<file path="src/sv/lmsf_pkg.sv">
package lmsf_pkg;

  // Panel geometry
  localparam int ROW_WIDTH = 96;
  localparam int ROW_PAIRS = 32;
  localparam int COL_W     = 7;
  localparam int ROW_W     = 5;
  localparam int BLANK_W   = 6;
  localparam int WORD_W    = 13;

  // RGB565 field masks and drive word bit positions
  localparam logic [15:0] RED_FIELD   = 16'hF800;
  localparam logic [15:0] GREEN_FIELD = 16'h07E0;
  localparam logic [15:0] BLUE_FIELD  = 16'h001F;
  localparam int LATCH_POS = 6;
  localparam int OE_N_POS  = 7;
  localparam int ROW_POS   = 8;

  // Register reset values
  localparam logic [BLANK_W-1:0] BLANK_RESET = 6'd4;
  localparam logic               SWAP_RESET  = 1'b1;

  // Configuration register indexes
  localparam int CFG_IDX_W = 2;
  typedef enum logic [CFG_IDX_W-1:0] {
    CFG_BLANK_COLUMNS = 2'd0,
    CFG_SWAP_ADJACENT = 2'd1
  } cfg_reg_t;

  // Job queue between front and back
  localparam int QDEPTH = 4;
  localparam int QPTR_W = 2;
  localparam int QCNT_W = 3;

  typedef struct packed {
    logic [15:0] upper_color;
    logic [15:0] bottom_color;
  } in_item_t;

  typedef struct packed {
    logic [WORD_W-1:0] drive_word;
    logic              row_end;
    logic              frame_end;
  } out_item_t;

  // One word to build: its column, row and the pixel pair that fills it
  typedef struct packed {
    logic [COL_W-1:0] col;
    logic [ROW_W-1:0] row;
    logic [15:0]      top;
    logic [15:0]      bot;
  } job_t;

  // Up to two jobs written by the front in one cycle; job1 only with job0
  typedef struct packed {
    logic push0;
    logic push1;
    job_t job0;
    job_t job1;
  } front_push_t;

  function automatic logic [2:0] color_flags(input logic [15:0] c);
    color_flags = {|(c & BLUE_FIELD), |(c & GREEN_FIELD), |(c & RED_FIELD)};
  endfunction

endpackage

</file>
<file path="src/sv/led_matrix_scan_word_formatter_unit.sv">
// A pair that completes a word writes a job into the queue, and the back end then
// loads it into the output register; with swapping both words enter the queue together.
// Throughput: one pixel pair per cycle, one drive word per cycle while the result
// side pops, set by the single-word back end draining a four-entry job queue.
// Reset (synchronous, rst_n low): counters, held pair, job queue and output
// register clear, blank_columns returns to 4 and swap_adjacent to 1.
module led_matrix_scan_word_formatter_unit (
  input  logic                            clk,
  input  logic                            rst_n,
  input  logic                            in_push,
  output logic                            in_full,
  input  lmsf_pkg::in_item_t              in_item,
  output logic                            out_empty,
  input  logic                            out_pop,
  output lmsf_pkg::out_item_t             out_item,
  input  logic                            cfg_valid,
  output logic                            cfg_ready,
  input  logic [lmsf_pkg::CFG_IDX_W-1:0]  cfg_index,
  input  logic [7:0]                      cfg_data
);
  import lmsf_pkg::*;

  logic [BLANK_W-1:0] blank_r;
  logic               swap_r;
  logic               in_accept;
  front_push_t        push;
  logic               q_nonempty, q_take;
  job_t               q_head;

  assign cfg_ready = 1'b1;
  assign in_accept = in_push && !in_full;

  // Write configuration registers on a transfer
  always_ff @(posedge clk) begin
    if (!rst_n) begin
      blank_r <= BLANK_RESET;
      swap_r  <= SWAP_RESET;
    end else if (cfg_valid && cfg_ready) begin
      case (cfg_index)
        CFG_BLANK_COLUMNS: blank_r <= cfg_data[BLANK_W-1:0];
        CFG_SWAP_ADJACENT: swap_r  <= cfg_data[0];
        default: ;
      endcase
    end
  end

  lmsf_front u_front (
    .clk           (clk),
    .rst_n         (rst_n),
    .accept        (in_accept),
    .item          (in_item),
    .swap_adjacent (swap_r),
    .push          (push)
  );

  lmsf_queue u_queue (
    .clk      (clk),
    .rst_n    (rst_n),
    .push     (push),
    .pop      (q_take),
    .full     (in_full),
    .nonempty (q_nonempty),
    .head_job (q_head)
  );

  lmsf_back u_back (
    .clk           (clk),
    .rst_n         (rst_n),
    .job_valid     (q_nonempty),
    .job           (q_head),
    .blank_columns (blank_r),
    .job_take      (q_take),
    .out_empty     (out_empty),
    .out_pop       (out_pop),
    .out_item      (out_item)
  );

endmodule

</file>
<file path="src/sv/lmsf_front.sv">
module lmsf_front (
  input  logic                clk,
  input  logic                rst_n,
  input  logic                accept,
  input  lmsf_pkg::in_item_t  item,
  input  logic                swap_adjacent,
  output lmsf_pkg::front_push_t push
);
  import lmsf_pkg::*;

  logic [COL_W-1:0] col_r, col_nxt;
  logic [ROW_W-1:0] row_r, row_nxt;
  logic [31:0]      held_r, held_nxt;
  logic             last_col;

  assign last_col = (col_r == COL_W'(ROW_WIDTH - 1));

  // Classify the pair: hold, one word, or two swapped words
  always_comb begin
    push         = '0;
    push.job0    = '{col: col_r, row: row_r, top: item.upper_color, bot: item.bottom_color};
    push.job1    = '{col: col_r, row: row_r, top: held_r[15:0], bot: held_r[31:16]};
    held_nxt     = held_r;
    if (!col_r[0]) begin
      held_nxt = {item.bottom_color, item.upper_color};
      if (!(swap_adjacent && !last_col)) begin
        push.push0 = accept;
      end
    end else if (swap_adjacent) begin
      push.job0.col = col_r - COL_W'(1);
      push.push0    = accept;
      push.push1    = accept;
    end else begin
      push.push0 = accept;
    end
  end

  // Advance column and row counters
  always_comb begin
    col_nxt = col_r;
    row_nxt = row_r;
    if (accept) begin
      if (last_col) begin
        col_nxt = '0;
        row_nxt = (row_r == ROW_W'(ROW_PAIRS - 1)) ? '0 : row_r + ROW_W'(1);
      end else begin
        col_nxt = col_r + COL_W'(1);
      end
    end
  end

  always_ff @(posedge clk) begin
    if (!rst_n) begin
      col_r  <= '0;
      row_r  <= '0;
      held_r <= '0;
    end else begin
      col_r <= col_nxt;
      row_r <= row_nxt;
      if (accept) begin
        held_r <= held_nxt;
      end
    end
  end

endmodule

</file>
<file path="src/sv/lmsf_queue.sv">
module lmsf_queue (
  input  logic                  clk,
  input  logic                  rst_n,
  input  lmsf_pkg::front_push_t push,
  input  logic                  pop,
  output logic                  full,
  output logic                  nonempty,
  output lmsf_pkg::job_t        head_job
);
  import lmsf_pkg::*;

  job_t              mem_r [QDEPTH];
  logic [QPTR_W-1:0] head_r, head_nxt;
  logic [QCNT_W-1:0] count_r, count_nxt;
  logic [QPTR_W-1:0] tail0, tail1;

  // Keep room for a two-job transfer
  assign full     = (count_r > QCNT_W'(QDEPTH - 2));
  assign nonempty = (count_r != '0);
  assign head_job = mem_r[head_r];
  assign tail0    = head_r + count_r[QPTR_W-1:0];
  assign tail1    = tail0 + QPTR_W'(1);

  always_comb begin
    head_nxt  = pop ? head_r + QPTR_W'(1) : head_r;
    count_nxt = count_r + QCNT_W'(push.push0) + QCNT_W'(push.push1) - QCNT_W'(pop);
  end

  // Store incoming jobs
  always_ff @(posedge clk) begin
    if (push.push0) begin
      mem_r[tail0] <= push.job0;
    end
    if (push.push1) begin
      mem_r[tail1] <= push.job1;
    end
  end

  always_ff @(posedge clk) begin
    if (!rst_n) begin
      head_r  <= '0;
      count_r <= '0;
    end else begin
      head_r  <= head_nxt;
      count_r <= count_nxt;
    end
  end

endmodule

</file>
<file path="src/sv/lmsf_back.sv">
module lmsf_back (
  input  logic                       clk,
  input  logic                       rst_n,
  input  logic                       job_valid,
  input  lmsf_pkg::job_t             job,
  input  logic [lmsf_pkg::BLANK_W-1:0] blank_columns,
  output logic                       job_take,
  output logic                       out_empty,
  input  logic                       out_pop,
  output lmsf_pkg::out_item_t        out_item
);
  import lmsf_pkg::*;

  logic                 valid_r, valid_nxt;
  out_item_t            item_r, item_nxt;
  logic [WORD_W-1:0]    word;
  logic                 latch, oe_on, last_col;
  logic [COL_W:0]       col_plus_blank;

  // Build the drive word for the head job
  always_comb begin
    col_plus_blank = {1'b0, job.col} + (COL_W + 1)'(blank_columns);
    last_col       = (job.col == COL_W'(ROW_WIDTH - 1));
    latch          = (job.col >= COL_W'(ROW_WIDTH - 2));
    oe_on          = (job.col >= COL_W'(blank_columns)) &&
                     (col_plus_blank < (COL_W + 1)'(ROW_WIDTH));
    word           = '0;
    word[2:0]      = color_flags(job.top);
    word[5:3]      = color_flags(job.bot);
    word[LATCH_POS] = latch;
    word[OE_N_POS]  = !oe_on;
    word[WORD_W-1:ROW_POS] = job.row;
    item_nxt.drive_word = word;
    item_nxt.row_end    = last_col;
    item_nxt.frame_end  = last_col && (job.row == ROW_W'(ROW_PAIRS - 1));
  end

  // Load the output register when it is free or being drained
  assign job_take  = job_valid && (!valid_r || out_pop);
  assign valid_nxt = job_take || (valid_r && !out_pop);
  assign out_empty = !valid_r;
  assign out_item  = item_r;

  always_ff @(posedge clk) begin
    if (job_take) begin
      item_r <= item_nxt;
    end
  end

  always_ff @(posedge clk) begin
    if (!rst_n) begin
      valid_r <= 1'b0;
    end else begin
      valid_r <= valid_nxt;
    end
  end

endmodule

</file>
<file path="config.mk">
export PLATFORM = sky130hd
export DESIGN_NAME = led_matrix_scan_word_formatter_unit
export DESIGN_NICKNAME = d
export VERILOG_FILES = /design/src/sv/lmsf_pkg.sv /design/src/sv/led_matrix_scan_word_formatter_unit.sv /design/src/sv/lmsf_front.sv /design/src/sv/lmsf_queue.sv /design/src/sv/lmsf_back.sv
export SDC_FILE = /design/constraint.sdc
export NUM_CORES = 1
export LEC_CHECK = 0
export ABC_AREA = 1
export BUFFER_PORTS_ARGS = -buffer_cell sky130_fd_sc_hd__buf_2
export CAP_MARGIN = 20
export CORE_MARGIN = 2
export CORE_UTILIZATION = 55
export DETAILED_ROUTE_END_ITERATION = 8
export GPL_TIMING_DRIVEN = 0
export PLACE_DENSITY = 0.82
export REMOVE_ABC_BUFFERS = 1
export SLEW_MARGIN = 20
export SYNTH_ARGS = -nofsm -noshare
export SYNTH_HDL_FRONTEND = slang
export SYNTH_SLANG_ARGS = --single-unit
</file>
<file path="constraint.sdc">
create_clock -name clk -period 4.84 [get_ports clk]
set_input_delay 0.726 -clock clk [delete_from_list [all_inputs] [get_ports clk]]
set_output_delay 0.726 -clock clk [all_outputs]
set_load 0.05 [all_outputs]
</file>
# ---- Yosys cells after proc, flatten, opt, wreduce, memory -nomap -nowiden
# Memories as Yosys holds them, arrays and structs flattened. A register that Yosys moved wholly into a read port is not among the register bits.
# Index checks and enable logic that the tools add are counted.
# Widths: inputs -> output; s select.
dict set report op_classes {
  n_reduce_logical 25
  bitwise_logic 1
  mux 12
  order_cmp 4
  n_addsub 10
  eq_ne 5
}
# operator n
set ops {}
lappend ops {{$reduce_or 5->1} 4}
lappend ops {{$mux 8} 2}
lappend ops {{$eq 7x7->1 const B} 2}
lappend ops {{$reduce_or 6->1} 2}
lappend ops {{$eq 5x5->1 const B} 2}
lappend ops {{$add 7x6->8} 1}
lappend ops {{$lt 8x7->1 const B} 1}
lappend ops {{$reduce_and 2->1} 4}
lappend ops {{$add 7x1->7 const B} 1}
lappend ops {{$ge 7x6->1} 1}
lappend ops {{$ge 7x7->1 const B} 1}
lappend ops {{$mux 7} 1}
lappend ops {{$sub 7x1->7 const B} 1}
lappend ops {{$add 3x1->3} 2}
lappend ops {{$logic_and 1x1->1} 6}
lappend ops {{$mux 1} 6}
lappend ops {{$add 5x1->5 const B} 1}
lappend ops {{$logic_not 1->1} 5}
lappend ops {{$mux 5} 1}
lappend ops {{$add 2x1->2 const B} 2}
lappend ops {{$mux 2} 2}
lappend ops {{$gt 3x2->1 const B} 1}
lappend ops {{$reduce_bool 3->1} 1}
lappend ops {{$sub 3x1->3} 1}
lappend ops {{other kinds (5)} 6}
dict set report word_totals {
  input_bits 47
  memories 1
  output_inout_bits 18
  mem_bits_rw 176
  regBits 72
  word_cells 69
}
# memory depth width read_ports rd_ports_with_merged_regs wr line_no
set memory_table {}
lappend memory_table {u_queue.mem_r 4 44 1 1 2 lmsf_queue.sv:12} ;# job_t mem_r [QDEPTH];

# ---- Longest topological paths before layout
# Gate-level depths: netlist (run 1).
dict set report depth {
  ltp_word 8
  depth_mapped 18
}

# ---- Hierarchy
# Synthesis (run 1) repeated with hierarchy kept, for this count alone.
dict set report hier_totals {
  cells_unflattened 1514
  hier_area_um2 12864.8
}
# mod cells_each instances area_per_inst_um2 seq_area_each_um2
set modules_own_cells {}
lappend modules_own_cells {lmsf_queue 1065 1 9437.8 5425.2}
lappend modules_own_cells {lmsf_front 285 1 2082.0 880.8}
lappend modules_own_cells {lmsf_back 116 1 1009.7 470.5}
lappend modules_own_cells {led_matrix_scan_word_formatter_unit 48 1 335.3 140.1}

# ---- Least setup slack after synthesis (run 1)
# No wires, ideal clock.
dict set report synth_path {
  path_type {flip-flop to flip-flop}
  startpoint {reg u_front.col_r[0]}
  endpoint {mem u_queue.mem_r[0][0] (netlist name), enable pin}
  period_less_slack_ns 4.716
  arrival_time_ns 4.210
  n_path_buf 0
  path_slack_ns 0.124
  path_stages_with_launch 8
  path_cell_list {dfxtp_1 -> ha_1 -> nand2_1 -> nor2_1 -> nand3_1 -> nand3_1 -> nand2_1 -> o21ai_0}
}
# item line_no
set synth_rtl {}
lappend synth_rtl {{from (decl)} lmsf_front.sv:11} ;# logic [COL_W-1:0] col_r, col_nxt;
lappend synth_rtl {{from (signal assigned)} lmsf_front.sv:58} ;# col_r <= col_nxt;
lappend synth_rtl {{to (decl)} lmsf_queue.sv:12}

==> flow_metrics.env, run 1 <==
export IMPL_status="complete, no violations"
export IMPL_yosys_cell_types_count=38
export IMPL_cts_setup_buffers=0
export IMPL_endpoint_kind="register"
export IMPL_dp_cells=1451
export IMPL_slew_headroom_pct=29.3
export IMPL_timing_final_ws_setup_ns=1.08
export IMPL_area_delta_synth_final_pct=11.9
export IMPL_stdcell_area_mm2=0.0130
export IMPL_wire_per_inst_um=16.8
export IMPL_final_common_cell="nand2_1"
export IMPL_seq_power_share_pct=41.8
export IMPL_drc=0
export IMPL_ys_warn_count=0
export IMPL_rsz0062_at_grt="no"
export IMPL_firstDrtPassIters=5
export IMPL_worstPathMaxFanout=20
export IMPL_internal_power_uw=4490
export IMPL_cts_tree="done"
export IMPL_coreArea_mm2=0.0209
export IMPL_syn_area_mm2=0.0116
export IMPL_hold_ws_ns=0.444
export IMPL_start_util_pct=55.5
export IMPL_antenna_found_initial=1
export IMPL_drv_cap=0
export IMPL_track_usage_pct=22.7
export IMPL_cts_resized=0
export IMPL_postSynthCellCount=1171
export IMPL_min_path_cells=3
export IMPL_crit_chain="clkinv_1 -> o211ai_1 -> nand2_1 -> ha_1 -> inv_1 -> nand2_1 -> inv_1 -> nand2_1 -> nand3_1 -> nand2_1 -> nand2_1 -> nand2_1 -> nand3_1"
export IMPL_worstSetupPathType="reg -> reg"
export IMPL_p_sw_uw=2400
export IMPL_p_comb_share_pct=28.4
export IMPL_synthArstFlopShare_pct=0
export IMPL_nFillCells=1589
export IMPL_wl_um=25200
export IMPL_gp_congestion=0.859
export IMPL_dp_slack_ns=0.978
export IMPL_hold_buffers=0
export IMPL_swShare_pct=34.8
export IMPL_dp_hpwl_um=15400
export IMPL_cts_root_buf="clkbuf_16"
export IMPL_cp_common_cell="nand2_1"
export IMPL_tightest_slew_ns=1.06
export IMPL_syn_avg_cell_area_um2=9.91
export IMPL_final_cell_mix="321 x nand2_1, 191 x edfxtp_1, 94 x o21ai_1"
export IMPL_max_freq_mhz=266
export IMPL_io_buffers=61
export IMPL_finalSetupViolCount=0
export IMPL_ys_flop_type="edfxtp_1"
export IMPL_p_clk_share_pct=29.8
export IMPL_worstRegToRegCells=13
export IMPL_clk_pin_slew_ns=0.06
export IMPL_drv_slew=0
export IMPL_cp_arrival_ns=4.03
export IMPL_skew_ns=0.0154
export IMPL_hold_class="in -> reg"
export IMPL_via_per_inst=5.61
export IMPL_critPathSlowestCell="dfxtp_1"
export IMPL_ys_seq_elements=250
export IMPL_dpl_cell_area_mm2=0.0121
export IMPL_tns_ns=0
export IMPL_cellPowerDensity_mw_per_mm2=531
export IMPL_fin_crit_ns=3.76
export IMPL_ant_nets=0
export IMPL_dieArea_mm2=0.0223
export IMPL_final_hold_violation_count=0
export IMPL_numClockSinks=250
export IMPL_holdCritStartpoint="cfg_data[2]"
export IMPL_ioPinCount=65
export IMPL_ys_seq_area_share_pct=59.6
export IMPL_cts_buffers=25
export IMPL_grt_max_degree=74
export IMPL_min_period_over_period_pct=77.8
export IMPL_grt_pass1_vias=8215
export IMPL_max_stage_delay_ns=1.00
export IMPL_power_leakage_uw=0.00505
export IMPL_worstPathRequired_ns=5.10
export IMPL_drive_gt1_share_pct=14.8
export IMPL_num_rows=53
export IMPL_vias=8412
export IMPL_die_height_um=149
export IMPL_stdcell_count=1499
export IMPL_cts_max_level=1
export IMPL_die_w_um=149
export IMPL_drt_iter0_markers=731
export IMPL_globalRouteOverflowTotal=0
export IMPL_grt_first_pass_wirelength_um=40200
export IMPL_clockBufferDepth=3
export IMPL_vdd_drop_max_mv=0.281
export IMPL_final_nets=1273
export IMPL_cp_start_kind="register"
export IMPL_synth_edf_count=191
export IMPL_clock_latency_ns=0.52
sequential cells by signal, indices dropped and copies added, names as in the netlist, named ones only:
signal	flops
blank_r	6
swap_r	1
u_back.out_item	15
u_back.valid_r	1
u_front.col_r	7
u_front.held_r	32
u_front.row_r	5
u_queue.count_r	3
u_queue.head_r	2
u_queue.mem_r	176
critical path: cells and delay by family, from the launching register on:
| kind | cells | cell delay [ns] |
|---|---|---|
| flip-flops | 1 | 1.00 |
| buffers and inverters | 3 | 1.13 |
| AO/OA/AOI/OAI | 1 | 0.34 |
| AND/OR/NAND/NOR | 8 | 0.66 |
| adder cells (fa/ha/maj) | 1 | 0.37 |
routing by layer:
metal / wire length (µm) / GRT usage, % / vias to the layer above
met2: 12800 / 40.0 / 310
met4: 736 / 7.86 / 0
met3: 1630 / 3.21 / 62
li1: - / - / 4078
met5: 0 / 0 / -
met1: 10100 / 28.6 / 3962
final timing paths:
kind | end | slack [ns]
max | u_back.out_item[9] | 1.08
min | blank_r[2] | 0.44
max reg2reg | u_back.out_item[9] | 1.08
min reg2reg | u_front.held_r[7] | 0.46
power groups by stage:
stage          Sequential (µW)  Clock [µW]  Combinational, µW
6_report                  2880        2050               1960
5_1_grt                   2910        2150               2160
4_1_cts                   2880        2060               1950
3_5_place_dp              2920           0               1940
3_3_place_gp              2970           0               1750
2_1_floorplan             3080           0               1150
per-stage QoR:
stage / power (µW) / utilization [%]
global route: 7220 / 62.1
CTS: 6890 / 62.0
floorplan: 4230 / -
global placement: 4720 / 56.4
detailed placement: 4860 / 57.8
finish: 6890 / 62.1
cell type report:
type,instances,area (µm²),area share (%)
Sequential cell,250,6920,53.3
Tap cell,275,344,2.65
Clock buffer,29,661,5.09
Clock inverter,17,213,1.64
Antenna cell,1,2.50,0.0193
Timing Repair Buffer,72,571,4.40
Multi-Input combinational cell,757,3900,30.1
Inverter,98,369,2.84
Yosys cell counts, types with 3 or more instances:
master    instances  area share [%]
nand3_4           4            0.60
buf_2             9            0.39
inv_1            91             2.9
o211ai_1          4            0.26
ha_1             20             2.2
nand4_1          10            0.54
nor4_1           24             1.3
buf_6            28             2.7
inv_2             5            0.16
clkbuf_1         25            0.81
xor2_1            3            0.23
nand2_1         322              10
nor2_1           50             1.6
o21ai_0          23            0.99
a21oi_1          54             2.3
nand3_1          79             3.4
o21ai_1          94             4.1
edfxtp_1        191              49
nor3_1            9            0.39
o21ai_2          46             3.5
dfxtp_1          59              10
kinds of logic (layout without fill, tap and decap cells):
family | count (synthesis) | in the layout | synth area share [%]
simple gates | 503 | 503 | 18.7
flops | 250 | 250 | 59.6
compound gates | 227 | 227 | 11.6
buf+inv | 164 | 216 | 7.29
fa+ha+maj | 22 | 22 | 2.50
xor+xnor | 4 | 4 | 0.302
other cells | 1 | 2 | 0.0323
No activity file was read; power rests on OpenSTA's default activity.
==> run 2, diff against run 1 <==
- CORE_UTILIZATION: 55 -> 60
- PLACE_DENSITY: 0.82 -> 0.85
- clock period: 4.84 -> 3.8 ns (I/O delays scaled with it)
==> flow_metrics.env, run 2 (same netlist as run 1, synthesis figures left out) <==
export IMPL_cts_setup_buffers=0
export IMPL_vias=8530
export IMPL_worstPathRequired_ns=4.22
export IMPL_gp_congestion=0.850
export IMPL_worstSetupPathType="reg -> reg"
export IMPL_timing_final_ws_setup_ns=0.283
export IMPL_min_path_cells=3
export IMPL_die_height_um=143
export IMPL_ant_nets=0
export IMPL_top_register="u_queue.mem_r"
export IMPL_final_common_cell="nand2_1"
export IMPL_via_per_inst=5.76
export IMPL_dieArea_mm2=0.0205
export IMPL_final_nets=1272
export IMPL_tightest_slew_ns=1.15
export IMPL_power_leakage_uw=0.00503
export IMPL_drv_slew=0
export IMPL_skew_ns=0.0220
export IMPL_min_period_over_period_pct=92.5
export IMPL_tns_ns=0
export IMPL_finalSetupViolCount=0
export IMPL_track_usage_pct=25.1
export IMPL_r2r_start="u_queue.count_r[1]"
export IMPL_status="complete, no violations"
export IMPL_grt_max_degree=74
export IMPL_hold_ws_ns=0.268
export IMPL_cts_root_buf="clkbuf_16"
export IMPL_drt_iter0_markers=843
export IMPL_cts_resized=1
export IMPL_vdd_drop_max_mv=0.413
export IMPL_die_w_um=143
export IMPL_dpl_cell_area_mm2=0.0121
export IMPL_critPathLaunch="u_queue.count_r[1]"
export IMPL_final_hold_violation_count=0
export IMPL_worstPathMaxFanout=37
export IMPL_stdcell_area_mm2=0.0129
export IMPL_rsz0062_at_grt="no"
export IMPL_fin_crit_ns=3.52
export IMPL_grt_first_pass_wirelength_um=40200
export IMPL_area_delta_synth_final_pct=11.2
export IMPL_largest_register_ff_count=176
export IMPL_cts_buffers=25
export IMPL_clk_pin_slew_ns=0.07
export IMPL_antennaDiodeCount=0
export IMPL_drc=0
export IMPL_cp_arrival_ns=3.94
export IMPL_num_rows=50
export IMPL_firstDrtPassIters=6
export IMPL_endpoint_kind="register"
export IMPL_clock_latency_ns=0.54
export IMPL_coreArea_mm2=0.0188
export IMPL_max_freq_mhz=284
export IMPL_slew_headroom_pct=23.1
export IMPL_worstRegToRegCells=12
export IMPL_drive_gt1_share_pct=14.9
export IMPL_final_cell_mix="321 x nand2_1, 191 x edfxtp_1, 94 x o21ai_1"
export IMPL_clockBufferDepth=3
export IMPL_wire_per_inst_um=17.0
export IMPL_grt_pass1_vias=8279
export IMPL_globalRouteOverflowTotal=0
export IMPL_cts_tree="done"
export IMPL_start_util_pct=61.6
export IMPL_wl_um=25200
export IMPL_hold_class="in -> reg"
export IMPL_io_buffers=61
export IMPL_cp_start_kind="register"
export IMPL_hold_buffers=0
export IMPL_holdCritStartpoint="cfg_data[2]"
export IMPL_dp_hpwl_um=15400
export IMPL_cellPowerDensity_mw_per_mm2=670
export IMPL_dp_slack_ns=0.0190
export IMPL_numClockSinks=250
export IMPL_ioPinCount=65
export IMPL_drv_cap=0
export IMPL_cts_max_level=1
export IMPL_antenna_found_initial=1
export IMPL_nFillCells=1283
-- run 2: metrics by stage --
| stage | total power [µW] | cells | util [%] |
|---|---|---|---|
| floorplan | 5390 | 1105 | - |
| global placement | 5990 | 1426 | 62.4 |
| detailed placement | 6200 | 1435 | 64.0 |
| CTS | 8660 | 1481 | 68.4 |
| global route | 9050 | 1482 | 68.5 |
| finish | 8650 | 1482 | 68.5 |
-- run 2: layout make-up --
type / count / area, µm² / share of cell area [%]
Clock buffer: 34 / 709 / 5.50
Clock inverter: 12 / 113 / 0.872
Inverter: 98 / 370 / 2.87
Multi-Input combinational cell: 757 / 3900 / 30.2
Sequential cell: 250 / 6920 / 53.6
Tap cell: 260 / 325 / 2.52
Timing Repair Buffer: 71 / 568 / 4.40
-- run 2: final timing paths --
| path | endpoint | slack (ns) |
|---|---|---|
| hold reg to reg | u_front.held_r[20] | 0.46 |
| setup / recovery | u_queue.count_r[1] | 0.28 |
| hold / removal | blank_r[2] | 0.27 |
| setup reg to reg | u_queue.count_r[1] | 0.28 |
-- run 2: power by group --
part	switching, µW	internal (µW)	leakage [µW]	total, µW
clock network	1020	1440	0.000406	2460
logic	1810	709	0.00237	2520
registers	230	3440	0.00226	3670
total	3050	5590	0.00503	8650
-- run 2: worst max-delay path: stages (launching register included) --
cell      delay, ns
dfxtp_1        0.34
inv_2          0.15
ha_1           0.17
o21bai_4       0.13
nand2_4        0.13
inv_2          0.60
nand2_1        0.45
ha_1           0.42
fa_1           0.40
inv_1          0.08
fa_1           0.41
nand2_1        0.09
inv_1          0.04
-- run 2: layer usage --
metal,vias up,track usage (%),part of all wire [%]
met2,376,45.6,52
met5,-,0,0.028
met3,72,4.36,7.5
met1,4003,29.4,38
li1,4077,-,-
met4,2,10.1,2.6
